[config.mk]
export PLATFORM = sky130hd
export DESIGN_NAME = sha256_byte_stream_hasher_flat
export DESIGN_NICKNAME = d
export VERILOG_FILES = /design/src/rtl/s256h_pkg.sv /design/src/rtl/s256h_ifs.sv /design/src/rtl/s256h_datapath.sv /design/src/rtl/s256h_ctrl.sv /design/src/rtl/sha256_byte_stream_hasher.sv /design/src/flat_wrapper.sv
export SDC_FILE = /design/constraint.sdc
export NUM_CORES = 2
export LEC_CHECK = 0
export ABC_AREA = 1
export BUFFER_PORTS_ARGS = -buffer_cell sky130_fd_sc_hd__buf_2
export CORE_MARGIN = 2
export CORE_UTILIZATION = 35
export CTS_CLUSTER_SIZE = 14
export DETAILED_ROUTE_END_ITERATION = 10
export RECOVER_POWER = 50
export SLEW_MARGIN = 25
export SYNTH_ARGS = -nofsm -noshare
export SYNTH_HDL_FRONTEND = slang
export SYNTH_SLANG_ARGS = --single-unit
[constraint.sdc]
create_clock -name clock -period 13.8 [get_ports clock]
set_input_delay 1.38 -clock clock [delete_from_list [all_inputs] [get_ports clock]]
set_output_delay 1.38 -clock clock [all_outputs]
set_load 0.05 [all_outputs]
[src/rtl/s256h_pkg.sv]
// Package: constants, types and functions shared by the hasher modules
`timescale 1ns / 1ps
package s256h_pkg;

   localparam int unsigned BlockWords = 16;
   localparam int unsigned Rounds     = 64;
   localparam logic [7:0]  PadByte    = 8'h80;

   localparam logic [0:0] OpAbsorb = 1'b0;
   localparam logic [0:0] OpFinish = 1'b1;

   typedef logic [31:0] word_type;

   // datapath commands from the controller
   typedef struct packed {
      logic       load_byte;    // write byte into the block buffer
      logic       pad_byte;     // write 0x80 at current position
      logic       zero_fill;    // write zero word
      logic       len_hi;       // write upper length word at word 14
      logic       len_lo;       // write lower length word at word 15
      logic [3:0] fill_word;    // word index for fill/length writes
      logic       count_byte;   // bump the bit count
      logic       init_rounds;  // copy chaining value into a..h
      logic       do_round;     // one compression round
      logic [5:0] round;        // round number
      logic       fold;         // add a..h into chaining value
      logic       restart;      // reload initial hash, clear count
      logic       emit_shift;   // move to next digest word
      logic       latch_len;    // hold message length for padding
   } cmd_type;

   typedef struct packed {
      logic [5:0] pos;          // byte position in block
   } sts_type;

   function automatic word_type init_hash(input logic [2:0] idx);
      word_type v;
      case (idx)
         3'd0:    v = 32'h6a09e667;
         3'd1:    v = 32'hbb67ae85;
         3'd2:    v = 32'h3c6ef372;
         3'd3:    v = 32'ha54ff53a;
         3'd4:    v = 32'h510e527f;
         3'd5:    v = 32'h9b05688c;
         3'd6:    v = 32'h1f83d9ab;
         default: v = 32'h5be0cd19;
      endcase
      return v;
   endfunction

   localparam word_type RoundK [Rounds] = '{
      32'h428a2f98, 32'h71374491, 32'hb5c0fbcf, 32'he9b5dba5,
      32'h3956c25b, 32'h59f111f1, 32'h923f82a4, 32'hab1c5ed5,
      32'hd807aa98, 32'h12835b01, 32'h243185be, 32'h550c7dc3,
      32'h72be5d74, 32'h80deb1fe, 32'h9bdc06a7, 32'hc19bf174,
      32'he49b69c1, 32'hefbe4786, 32'h0fc19dc6, 32'h240ca1cc,
      32'h2de92c6f, 32'h4a7484aa, 32'h5cb0a9dc, 32'h76f988da,
      32'h983e5152, 32'ha831c66d, 32'hb00327c8, 32'hbf597fc7,
      32'hc6e00bf3, 32'hd5a79147, 32'h06ca6351, 32'h14292967,
      32'h27b70a85, 32'h2e1b2138, 32'h4d2c6dfc, 32'h53380d13,
      32'h650a7354, 32'h766a0abb, 32'h81c2c92e, 32'h92722c85,
      32'ha2bfe8a1, 32'ha81a664b, 32'hc24b8b70, 32'hc76c51a3,
      32'hd192e819, 32'hd6990624, 32'hf40e3585, 32'h106aa070,
      32'h19a4c116, 32'h1e376c08, 32'h2748774c, 32'h34b0bcb5,
      32'h391c0cb3, 32'h4ed8aa4a, 32'h5b9cca4f, 32'h682e6ff3,
      32'h748f82ee, 32'h78a5636f, 32'h84c87814, 32'h8cc70208,
      32'h90befffa, 32'ha4506ceb, 32'hbef9a3f7, 32'hc67178f2
   };

endpackage

[src/rtl/s256h_ifs.sv]
// Interfaces: request and response channels
`timescale 1ns / 1ps
interface s256h_req_if;
   logic       valid;
   logic       ready;
   logic       op;
   logic [7:0] data_byte;
   modport source (output valid, output op, output data_byte, input ready);
   modport sink   (input valid, input op, input data_byte, output ready);
endinterface

interface s256h_rsp_if;
   logic        valid;
   logic        ready;
   logic [31:0] digest_word;
   logic [2:0]  word_index;
   logic        last;
   modport source (output valid, output digest_word, output word_index, output last,
                   input ready);
   modport sink   (input valid, input digest_word, input word_index, input last,
                   output ready);
endinterface

[src/rtl/s256h_datapath.sv]
// Datapath: block buffer, schedule, round variables, chaining value, bit count
`timescale 1ns / 1ps
module s256h_datapath (
   input  logic                 clock,
   input  logic                 reset,
   input  s256h_pkg::cmd_type   cmd,
   input  logic [7:0]           data_byte,
   output s256h_pkg::sts_type   sts,
   output logic [31:0]          digest_word
);
   s256h_pkg::word_type blk_ff [16];
   s256h_pkg::word_type blk_in [16];
   s256h_pkg::word_type rv_ff [8];
   s256h_pkg::word_type rv_in [8];
   s256h_pkg::word_type cv_ff [8];
   s256h_pkg::word_type cv_in [8];
   logic [63:0] bits_ff, bits_in;
   logic [63:0] len_ff, len_in;

   logic [5:0] pos;
   logic [3:0] wsel;
   logic [1:0] bsel;
   s256h_pkg::word_type w, s0, s1, x15, x2, t1, t2, ch, mj, cur;

   assign pos  = bits_ff[8:3];
   assign wsel = pos[5:2];
   assign bsel = pos[1:0];
   assign sts.pos = pos;
   assign digest_word = cv_ff[0];

   function automatic s256h_pkg::word_type ror(input s256h_pkg::word_type v,
                                               input int unsigned n);
      return (v >> n) | (v << (32 - n));
   endfunction

   always_comb begin
      // schedule window lives in the block buffer itself
      x15 = blk_ff[1];
      x2  = blk_ff[14];
      s0  = ror(x15, 7) ^ ror(x15, 18) ^ (x15 >> 3);
      s1  = ror(x2, 17) ^ ror(x2, 19) ^ (x2 >> 10);
      w   = (cmd.round < 6'd16) ? blk_ff[0] : blk_ff[0] + s0 + blk_ff[9] + s1;
      t1  = rv_ff[7] + (ror(rv_ff[4], 6) ^ ror(rv_ff[4], 11) ^ ror(rv_ff[4], 25))
          + ((rv_ff[4] & rv_ff[5]) ^ (~rv_ff[4] & rv_ff[6]))
          + s256h_pkg::RoundK[cmd.round] + w;
      ch  = ror(rv_ff[0], 2) ^ ror(rv_ff[0], 13) ^ ror(rv_ff[0], 22);
      mj  = (rv_ff[0] & rv_ff[1]) ^ (rv_ff[0] & rv_ff[2]) ^ (rv_ff[1] & rv_ff[2]);
      t2  = ch + mj;

      blk_in  = blk_ff;
      rv_in   = rv_ff;
      cv_in   = cv_ff;
      bits_in = bits_ff;
      len_in  = len_ff;
      cur     = blk_ff[wsel];

      if (cmd.load_byte || cmd.pad_byte) begin
         case (bsel)
            2'd0:    cur[31:24] = cmd.pad_byte ? s256h_pkg::PadByte : data_byte;
            2'd1:    cur[23:16] = cmd.pad_byte ? s256h_pkg::PadByte : data_byte;
            2'd2:    cur[15:8]  = cmd.pad_byte ? s256h_pkg::PadByte : data_byte;
            default: cur[7:0]   = cmd.pad_byte ? s256h_pkg::PadByte : data_byte;
         endcase
         // clear the bytes after the pad within the word
         if (cmd.pad_byte) begin
            case (bsel)
               2'd0:    cur[23:0] = '0;
               2'd1:    cur[15:0] = '0;
               2'd2:    cur[7:0]  = '0;
               default: cur      = cur;
            endcase
         end
         blk_in[wsel] = cur;
      end
      if (cmd.zero_fill) blk_in[cmd.fill_word] = '0;
      if (cmd.len_hi)    blk_in[cmd.fill_word] = len_ff[63:32];
      if (cmd.len_lo)    blk_in[cmd.fill_word] = len_ff[31:0];
      if (cmd.count_byte) bits_in = bits_ff + 64'd8;
      if (cmd.latch_len)  len_in = bits_ff;

      if (cmd.init_rounds) rv_in = cv_ff;
      if (cmd.do_round) begin
         for (int i = 0; i < 15; i++) blk_in[i] = blk_ff[i + 1];
         blk_in[15] = w;
         rv_in[7] = rv_ff[6];
         rv_in[6] = rv_ff[5];
         rv_in[5] = rv_ff[4];
         rv_in[4] = rv_ff[3] + t1;
         rv_in[3] = rv_ff[2];
         rv_in[2] = rv_ff[1];
         rv_in[1] = rv_ff[0];
         rv_in[0] = t1 + t2;
      end
      if (cmd.fold)
         for (int i = 0; i < 8; i++) cv_in[i] = cv_ff[i] + rv_ff[i];
      if (cmd.emit_shift) begin
         for (int i = 0; i < 7; i++) cv_in[i] = cv_ff[i + 1];
         cv_in[7] = cv_ff[0];
      end
      if (cmd.restart) begin
         for (int i = 0; i < 8; i++) cv_in[i] = s256h_pkg::init_hash(3'(i));
         bits_in = '0;
      end
   end

   always_ff @(posedge clock) begin
      blk_ff <= blk_in;
      rv_ff  <= rv_in;
      len_ff <= len_in;
      if (reset) begin
         for (int i = 0; i < 8; i++) cv_ff[i] <= s256h_pkg::init_hash(3'(i));
         bits_ff <= '0;
      end else begin
         cv_ff   <= cv_in;
         bits_ff <= bits_in;
      end
   end
endmodule

[src/rtl/s256h_ctrl.sv]
// Controller: sequences absorb, padding, compression and digest output
`timescale 1ns / 1ps
module s256h_ctrl (
   input  logic                 clock,
   input  logic                 reset,
   s256h_req_if.sink            req,
   input  logic                 rsp_ready,
   output logic                 rsp_valid,
   output logic [2:0]           rsp_index,
   input  s256h_pkg::sts_type   sts,
   output s256h_pkg::cmd_type   cmd
);
   typedef enum logic [6:0] {
      ST_IDLE  = 7'b0000001,
      ST_INIT  = 7'b0000010,
      ST_ROUND = 7'b0000100,
      ST_FOLD  = 7'b0001000,
      ST_FILL  = 7'b0010000,
      ST_EMIT  = 7'b0100000,
      ST_PAD   = 7'b1000000
   } state_type;

   state_type  state_ff, state_in;
   logic [5:0] cnt_ff, cnt_in;
   logic       fin_ff, fin_in;     // finishing the message
   logic       extra_ff, extra_in; // current block is the overflow pad block
   logic       acc;

   assign req.ready = (state_ff == ST_IDLE);
   assign acc       = req.valid && req.ready;
   assign rsp_valid = (state_ff == ST_EMIT);
   assign rsp_index = cnt_ff[2:0];

   always_comb begin
      state_in = state_ff;
      cnt_in   = cnt_ff;
      fin_in   = fin_ff;
      extra_in = extra_ff;
      cmd      = '0;
      cmd.round     = cnt_ff;
      cmd.fill_word = cnt_ff[3:0];
      case (state_ff)
         ST_IDLE: begin
            if (acc) begin
               if (req.op == s256h_pkg::OpAbsorb) begin
                  cmd.load_byte  = 1'b1;
                  cmd.count_byte = 1'b1;
                  fin_in = 1'b0;
                  if (sts.pos == 6'd63) state_in = ST_INIT;
               end else begin
                  cmd.pad_byte  = 1'b1;
                  cmd.latch_len = 1'b1;
                  fin_in   = 1'b1;
                  extra_in = (sts.pos >= 6'd56);
                  cnt_in   = {2'b00, sts.pos[5:2] + 4'd1};
                  state_in = (sts.pos[5:2] == 4'd15) ? ST_INIT : ST_FILL;
               end
            end
         end
         ST_FILL: begin
            // zero words up to 13 (or 15 on overflow block), then length
            if (!extra_ff && cnt_ff[3:0] == 4'd14)      cmd.len_hi = 1'b1;
            else if (!extra_ff && cnt_ff[3:0] == 4'd15) cmd.len_lo = 1'b1;
            else                                        cmd.zero_fill = 1'b1;
            cnt_in = cnt_ff + 6'd1;
            if (cnt_ff[3:0] == 4'd15) state_in = ST_INIT;
         end
         ST_INIT: begin
            cmd.init_rounds = 1'b1;
            cnt_in   = '0;
            state_in = ST_ROUND;
         end
         ST_ROUND: begin
            cmd.do_round = 1'b1;
            cnt_in = cnt_ff + 6'd1;
            if (cnt_ff == 6'd63) state_in = ST_FOLD;
         end
         ST_FOLD: begin
            cmd.fold = 1'b1;
            cnt_in   = '0;
            if (!fin_ff)       state_in = ST_IDLE;
            else if (extra_ff) state_in = ST_PAD;
            else               state_in = ST_EMIT;
         end
         ST_PAD: begin
            extra_in = 1'b0;
            state_in = ST_FILL;
         end
         ST_EMIT: begin
            if (rsp_ready) begin
               cmd.emit_shift = 1'b1;
               cnt_in = cnt_ff + 6'd1;
               if (cnt_ff[2:0] == 3'd7) begin
                  cmd.restart = 1'b1;
                  fin_in   = 1'b0;
                  state_in = ST_IDLE;
               end
            end
         end
         default: state_in = ST_IDLE;
      endcase
   end

   always_ff @(posedge clock) begin
      if (reset) begin
         state_ff <= ST_IDLE;
         cnt_ff   <= '0;
         fin_ff   <= 1'b0;
         extra_ff <= 1'b0;
      end else begin
         state_ff <= state_in;
         cnt_ff   <= cnt_in;
         fin_ff   <= fin_in;
         extra_ff <= extra_in;
      end
   end

`ifndef ASSERT_OFF
   a_emit_only_fin: assert property (@(posedge clock) disable iff (reset)
      rsp_valid |-> fin_ff) else $error("digest without finish");
   a_round_range: assert property (@(posedge clock) disable iff (reset)
      (state_ff == ST_ROUND && cnt_ff == 6'd63) |=> state_ff == ST_FOLD)
      else $error("round count overrun");
   a_emit_hold: assert property (@(posedge clock) disable iff (reset)
      (rsp_valid && !rsp_ready) |=> rsp_valid && $stable(rsp_index))
      else $error("digest beat dropped");
`endif
endmodule

[src/rtl/sha256_byte_stream_hasher.sv]
// Top level: SHA-256 byte-stream hasher
// Absorb beat: the 64th byte of a block starts compression (init, rounds, fold into the hash).
// Finish beat: pad byte, zero fill and length words, then compression; on overflow the length
// goes in a second zero-filled block, compressed too; then eight digest beats, one per cycle with ready.
// The single shared round unit sets the rate: one round per cycle.
// Synchronous reset loads the initial hash and clears the bit count.
`timescale 1ns / 1ps
module sha256_byte_stream_hasher (
   input logic          clock,
   input logic          reset,
   s256h_req_if.sink    req,
   s256h_rsp_if.source  rsp
);
   s256h_pkg::cmd_type cmd;
   s256h_pkg::sts_type sts;
   logic [2:0] idx;

   s256h_ctrl u_ctrl (
      .clock, .reset, .req,
      .rsp_ready (rsp.ready),
      .rsp_valid (rsp.valid),
      .rsp_index (idx),
      .sts, .cmd
   );

   s256h_datapath u_dp (
      .clock, .reset, .cmd,
      .data_byte   (req.data_byte),
      .sts,
      .digest_word (rsp.digest_word)
   );

   assign rsp.word_index = idx;
   assign rsp.last       = (idx == 3'd7);
endmodule

[src/flat_wrapper.sv]
// flat-port wrapper written by rule: the top's interface ports become plain ports
module sha256_byte_stream_hasher_flat 
  (clock, reset, req_valid, req_op, req_data_byte, req_ready, rsp_valid, rsp_digest_word, rsp_word_index, rsp_last, rsp_ready);
  s256h_req_if req_i ();
  s256h_rsp_if rsp_i ();
  input logic clock;
  input logic reset;
  input wire logic [$bits(req_i.valid)-1:0] req_valid;
  input wire logic [$bits(req_i.op)-1:0] req_op;
  input wire logic [$bits(req_i.data_byte)-1:0] req_data_byte;
  output wire logic [$bits(req_i.ready)-1:0] req_ready;
  output wire logic [$bits(rsp_i.valid)-1:0] rsp_valid;
  output wire logic [$bits(rsp_i.digest_word)-1:0] rsp_digest_word;
  output wire logic [$bits(rsp_i.word_index)-1:0] rsp_word_index;
  output wire logic [$bits(rsp_i.last)-1:0] rsp_last;
  input wire logic [$bits(rsp_i.ready)-1:0] rsp_ready;
  assign req_i.valid = req_valid;
  assign req_i.op = req_op;
  assign req_i.data_byte = req_data_byte;
  assign req_ready = req_i.ready;
  assign rsp_valid = rsp_i.valid;
  assign rsp_digest_word = rsp_i.digest_word;
  assign rsp_word_index = rsp_i.word_index;
  assign rsp_last = rsp_i.last;
  assign rsp_i.ready = rsp_ready;
  sha256_byte_stream_hasher u_core (.clock(clock), .reset(reset), .req(req_i), .rsp(rsp_i));
endmodule
# Yosys cells after proc, flatten, opt, wreduce, memory -nomap -nowiden
# Memory sizes are Yosys's and may differ from the RTL's.
# Cells that the tools add are included.
[op_classes] add_sub_neg=21 multipliers=0 div=0 magnitude_cmp=7 n_eq_ne=22 shift=0 muxes=74 bitwise_logic=32 n_reduce_logical=22
[ops] cell="$mux 512" count=5
[ops] cell="$bwmux 512" count=3
[ops] cell="$mux 256" count=4
[ops] cell="$add 32x32->32" count=18
[ops] cell="$and 512x512->512" count=1
[ops] cell="$not 512->512" count=1
[ops] cell="$xor 32x32->32" count=9
[ops] cell="$demux 32 s4" count=2
[ops] cell="$mux 32" count=8
[ops] cell="$and 32x32->32" count=5
[ops] cell="$bmux 32 s4" count=1
[ops] cell="$add 64x4->64 const B" count=1
[ops] cell="$mux 8" count=8
[ops] cell="$mux 7" count=9
[ops] cell="$pmux 7 s7" count=1
[ops] cell="$not 32->32" count=1
[ops] cell="$or 10x32->32" count=1
[ops] cell="$or 13x32->32" count=1
[ops] cell="$or 14x32->32" count=1
[ops] cell="$or 15x32->32" count=1
[ops] cell="$or 19x32->32" count=1
[ops] cell="$or 21x32->32" count=1
[ops] cell="$or 25x32->32" count=1
[ops] cell="$or 26x32->32" count=1
[ops] cell="47 further kinds" count=93
[totals] register_bits=1167 latch_bits=0 ramBits=0 mem_bits_ro=2048 in_bits=13 elab_cells=217 memories=1
[memory_table] memory="(no name shown)" words=64 word_bits=32 read_ports=1 rd_ports_with_merged_regs=0 wr=0 line="s256h_datapath.sv:45" source="+ s256h_pkg::RoundK[cmd.round] + w;"

# Depth between registers and ports, before layout
[depth] word_depth=18 ltp_mapped=51 ltp_nobuf=50

# Hierarchy
# Synthesis repeated with hierarchy kept, for this count alone.
[unflattened] hier_cells=13512 area_unflattened_um2=91799.3
[modules_own_cells] mod="s256h_datapath" instances=1 cells_each=13291 area_per_inst_um2=90434.2
[modules_own_cells] mod="s256h_ctrl" instances=1 cells_each=218 area_per_inst_um2=1351.3
[modules_own_cells] mod="sha256_byte_stream_hasher" instances=1 cells_each=3 area_per_inst_um2=13.8

# Least setup slack after synthesis
# No wires, ideal clock.
[synth_timing] path_type="reg-to-reg" start="reg u_core.u_dp.blk_ff (netlist bit u_core.u_dp.x15[8])" end="reg u_core.u_dp.rv_ff[255] (netlist name), data pin" setup_time_ps=253 t_arrival_ps=8328 setup_slack_ps=5218 path_stages_with_launch=49 synth_period_minus_slack_ps=8582 cell_sequence="dfxtp_1 -> clkbuf_1 -> xnor2_1 -> xor2_1 -> fa_1 -> inv_1 -> fa_1 -> ha_1 -> fa_1 -> nand2_1 -> nand2_1 -> nand3_1 -> nand2_1 -> inv_1 -> o21bai_1 -> a21boi_0 -> o21bai_1 -> or2_2 -> (+13 left out) -> a21boi_0 -> o21ai_0 -> xor2_1 -> inv_1 -> fa_1 -> inv_1 -> ha_1 -> a21oi_1 -> o21ai_0 -> inv_1 -> o21ai_0 -> a21oi_1 -> nand2_1 -> xor2_1 -> inv_1 -> nand3_1 -> nand3_1 -> nand2_1"
[synth_lines] element="start: declaration" line="s256h_datapath.sv:11" source="s256h_pkg::word_type blk_ff [16];"
[synth_lines] element="start signal: assignment" line="s256h_datapath.sv:107" source="blk_ff <= blk_in;"
[synth_lines] element="end signal: assignment" line="s256h_datapath.sv:108" source="rv_ff <= rv_in;"
[synth_lines] element="end: declaration" line="s256h_datapath.sv:13" source="s256h_pkg::word_type rv_ff [8];"

# Worst setup path in the final report
[layout_timing] start="reg u_core.u_ctrl.state_ff[2]" end="reg u_core.u_dp.cv_ff[10] (netlist name)"
[layout_via] elab_chain_cells=3
[layout_lines] element="start: declaration" line="s256h_ctrl.sv:23" source="state_type state_ff, state_in;"
[layout_lines] element="start signal: assignment" line="s256h_ctrl.sv:111" source="state_ff <= state_in;"
[layout_lines] element="$eq 7x6->1 / $eq 7x4->1 (equally long branches)" line="s256h_ctrl.sv:42" source="case (state_ff)"
[layout_lines] element="$mux 2 / $mux 1 (equally long branches)" line="s256h_ctrl.sv:42"
[layout_lines] element="$mux 256, or another cell as far along" line="s256h_datapath.sv:96" source="if (cmd.emit_shift) begin"
[layout_lines] element="end signal: assignment" line="s256h_datapath.sv:114" source="cv_ff <= cv_in;"
[layout_lines] element="end: declaration" line="s256h_datapath.sv:15" source="s256h_pkg::word_type cv_ff [8];"
# Parallel ways exist; a longest one is shown, timed or not.
# A chain may end at the register's enable or synchronous reset.

==> results.yml <==
synthesis:
  synth.ff_latch_count: 1161
  ys_async_sr_fraction_pct: 0
  yosys-top-cells-area: "dfxtp_1 20%, edfxtp_1 11%, nand2_1 11%"
  avgSynthCellArea_um2: 7.103
  synthTopCellsByCount: "2439 x nand2_1, 1581 x o21ai_0, 1528 x inv_1, 1007 x a21oi_1, 844 x dfxtp_1"
  synth_edf_count: 317
  yosysTopAreaCellShare_pct: 19.62
  synthFlopType: "dfxtp_1"
  yosysWarningCount: 0
  synth.distinct_cells: 72
  postSynthCellCount: 12120
  synth_most_common_cell: "nand2_1"
  synth.yosys.seq_area_share_pct: 30.68
  synth_nets: 12740
  netlist.top_cell.by_area: "dfxtp_1"
  netlist_area_um2: 86110
status:
  violations: "capacitance limit, slew limit"
  status: "finished with violations"
die:
  ios: 51
  die_w_um: 500
  num_rows: 182
  dieArea_um2: 250000
  initial_core_util_pct: 35.11
  core-area_um2: 245300
  die_y_um: 500
drt:
  drc: 0
  drtIter0Drc: 10830
  wl_um: 399000
  avgRoutedWirePerCell_um: 26.33
  postRouteAntennaNets: 0
  vias: 86930
  first_pass_iters: 7
  drt-vias-per-instance: 5.736
run:
  cap_violations: 27
timing:
  setup_viol: 0
  hold_viol: 0
  tns_ns: 0
  max_freq_mhz: 85.21
  skew_ns: 0.08848
  worstMarginPinSlew_ns: 8.734
  period_share_pct: 85.04
  slew_headroom_pct: -482.3
  slew_viol_final: 1874
  min_period_ns: 11.74
  rsz0062_at_grt: "no"
global_route:
  grt_max_degree: 185
  antenna_found_initial: 20
  gr-total-overflow: 0
  grt_pass1_wl_um: 568900
  gr-usage-all-layers_pct: 30.80
  grt_pass1_vias: 80820
worst_setup_path:
  endpoint_kind: "flip-flop"
  r2r-end: "u_core.u_dp.cv_ff[10]"
  path_max_fanout: 135
  r2r_slack_ns: 2.06
  r2r-start: "u_core.u_ctrl.state_ff[2]"
  cp.arrival_ns: 12.45
  cp-start-kind: "flip-flop"
  required_ns: 14.51
  rr_worst_depth: 11
  path_class: "reg2reg"
clocking:
  clkSlewWorstSetupHoldPaths_ns: 0.06
  cts.path.max_buffers: 3
  cts-root-buf: "clkbuf_16"
  ctsHoldBuffers: 0
  post_cts_resized: 0
  cts.sinks: 1161
  cts_tree: "done"
  htree_num_levels: 4
  postCtsSetupRepairBufs: 0
  clock_latency_ns: 0.87
  cts_buffers: 146
min_path:
  whs_endpoint: "u_core.u_dp.len_ff[27]"
  hold_class: "reg2reg"
  hold_depth: 0
  hold_path.startpoint: "u_core.u_dp.bits_ff[27]"
finish:
  finalNetCount: 12410
  fill_cells: 26030
  layout-drive-gt1-share_pct: 4.958
  area_growth_pct: 8.861
placement:
  place.gp.congestion: 1.074
  dp_hpwl_um: 301500
  portBuffers: 50
critical path: stages (launching register included):
cell	delay, ns
dfxtp_1	0.33
nor2_1	0.17
nand2_1	0.13
nor4_1	0.27
clkbuf_1	0.71
clkinv_1	0.25
nor2_1	1.59
a21oi_1	0.28
clkinvlp_2	3.39
clkbuf_2	2.79
a21oi_1	0.92
o211ai_1	0.32
cells in the final DEF, fill, tap and decap left out, drive strengths merged, types with 63 or more instances in the layout:
cell and n:
a21oi 1009, a221oi 111, a31oi 167, buf 171, clkbuf 256, dfxtp 844
edfxtp 317, fa 196, ha 407, inv 1570, nand2 2446, nand3 310
nand4 77, nor2 733, nor3 132, o2111ai 245, o211ai 198, o21ai 1695
o22ai 67, o31ai 63, or2 70, xnor2 218, xor2 238
cell type report:
| type | count | area (um^2) | area share [%] |
|---|---|---|---|
| antenna | 15 | 37.54 | 0.04004 |
| clock buffer | 198 | 4049 | 4.320 |
| clock inverter | 73 | 949.7 | 1.013 |
| inverter | 1577 | 5932 | 6.328 |
| multi-input combinational | 8683 | 50780 | 54.18 |
| sequential | 1161 | 26420 | 28.18 |
| tap | 3220 | 4029 | 4.298 |
| timing repair buffer | 229 | 1536 | 1.639 |
routing by layer:
layer / global-route usage, % / up-vias / share of wire (%)
met4: 21.73 / 8 / 8.4
li1: - / 40520 / -
met3: 5.873 / 1072 / 9.0
met2: 48.45 / 4487 / 44
met5: 0 / - / 0.014
met1: 37.86 / 40850 / 38
registers in the layout, indices dropped and copies added (netlist names), 6 cells and up:
register / cells
u_core.u_dp.blk_ff: 448
u_core.u_dp.rv_ff: 256
u_core.u_dp.cv_ff: 224
u_core.u_dp.bits_ff: 61
u_core.u_dp.len_ff: 61
u_core.u_dp.digest_word: 32
u_core.u_dp.x15: 32
u_core.u_dp.x2: 32
u_core.u_ctrl.state_ff: 7
u_core.u_ctrl.cnt_ff: 6
worst max path at each step:
stage	slack (ns)	to	startpoint
after global routing	1.68	u_core.u_dp.cv_ff[10]	u_core.u_ctrl.state_ff[2]
final	2.06	u_core.u_dp.cv_ff[10]	u_core.u_ctrl.state_ff[2]
after global placement	3.20	u_core.u_dp.rv_ff[253]	u_core.u_dp.x15[8]
after CTS	3.05	u_core.u_dp.rv_ff[253]	u_core.u_dp.x15[8]
after detailed placement	3.15	u_core.u_dp.rv_ff[253]	u_core.u_dp.x15[8]
after floorplan	5.22	u_core.u_dp.rv_ff[255]	u_core.u_dp.x15[8]
logic make-up (layout without fill, tap and decap cells):
kind of cell,after synthesis,after routing,share of synthesized area [%]
AO/OA/AOI/OAI,3783,3783,25.47
other,0,15,0
XOR/XNOR,456,456,4.638
AND/OR/NAND/NOR,3839,3839,18.28
flip-flops,1161,1161,30.68
adder cells (fa/ha/maj),604,604,10.48
multiplexers,1,1,0.01308
buffers and inverters,2279,2077,10.44
per-stage QoR:
stage                     instance area, um^2  util, %  worst slack (ns)  hold WS [ns]  cells
final                                   93730    38.22             2.064        0.4296  15160
after global placement                  88900    36.25             3.205        0.4144  14870
after global routing                    93710    38.21             1.676        0.4419  15150
after CTS                               94010    38.33             3.054        0.4323  15140
after floorplan                         86110        -             5.218        0.4029  12120
after detailed placement                89010    36.29             3.154        0.4167  14870
Power is left out: the tool's default activity adds up to more than one toggle a clock period on the data nets, which glitch-free logic cannot reach.
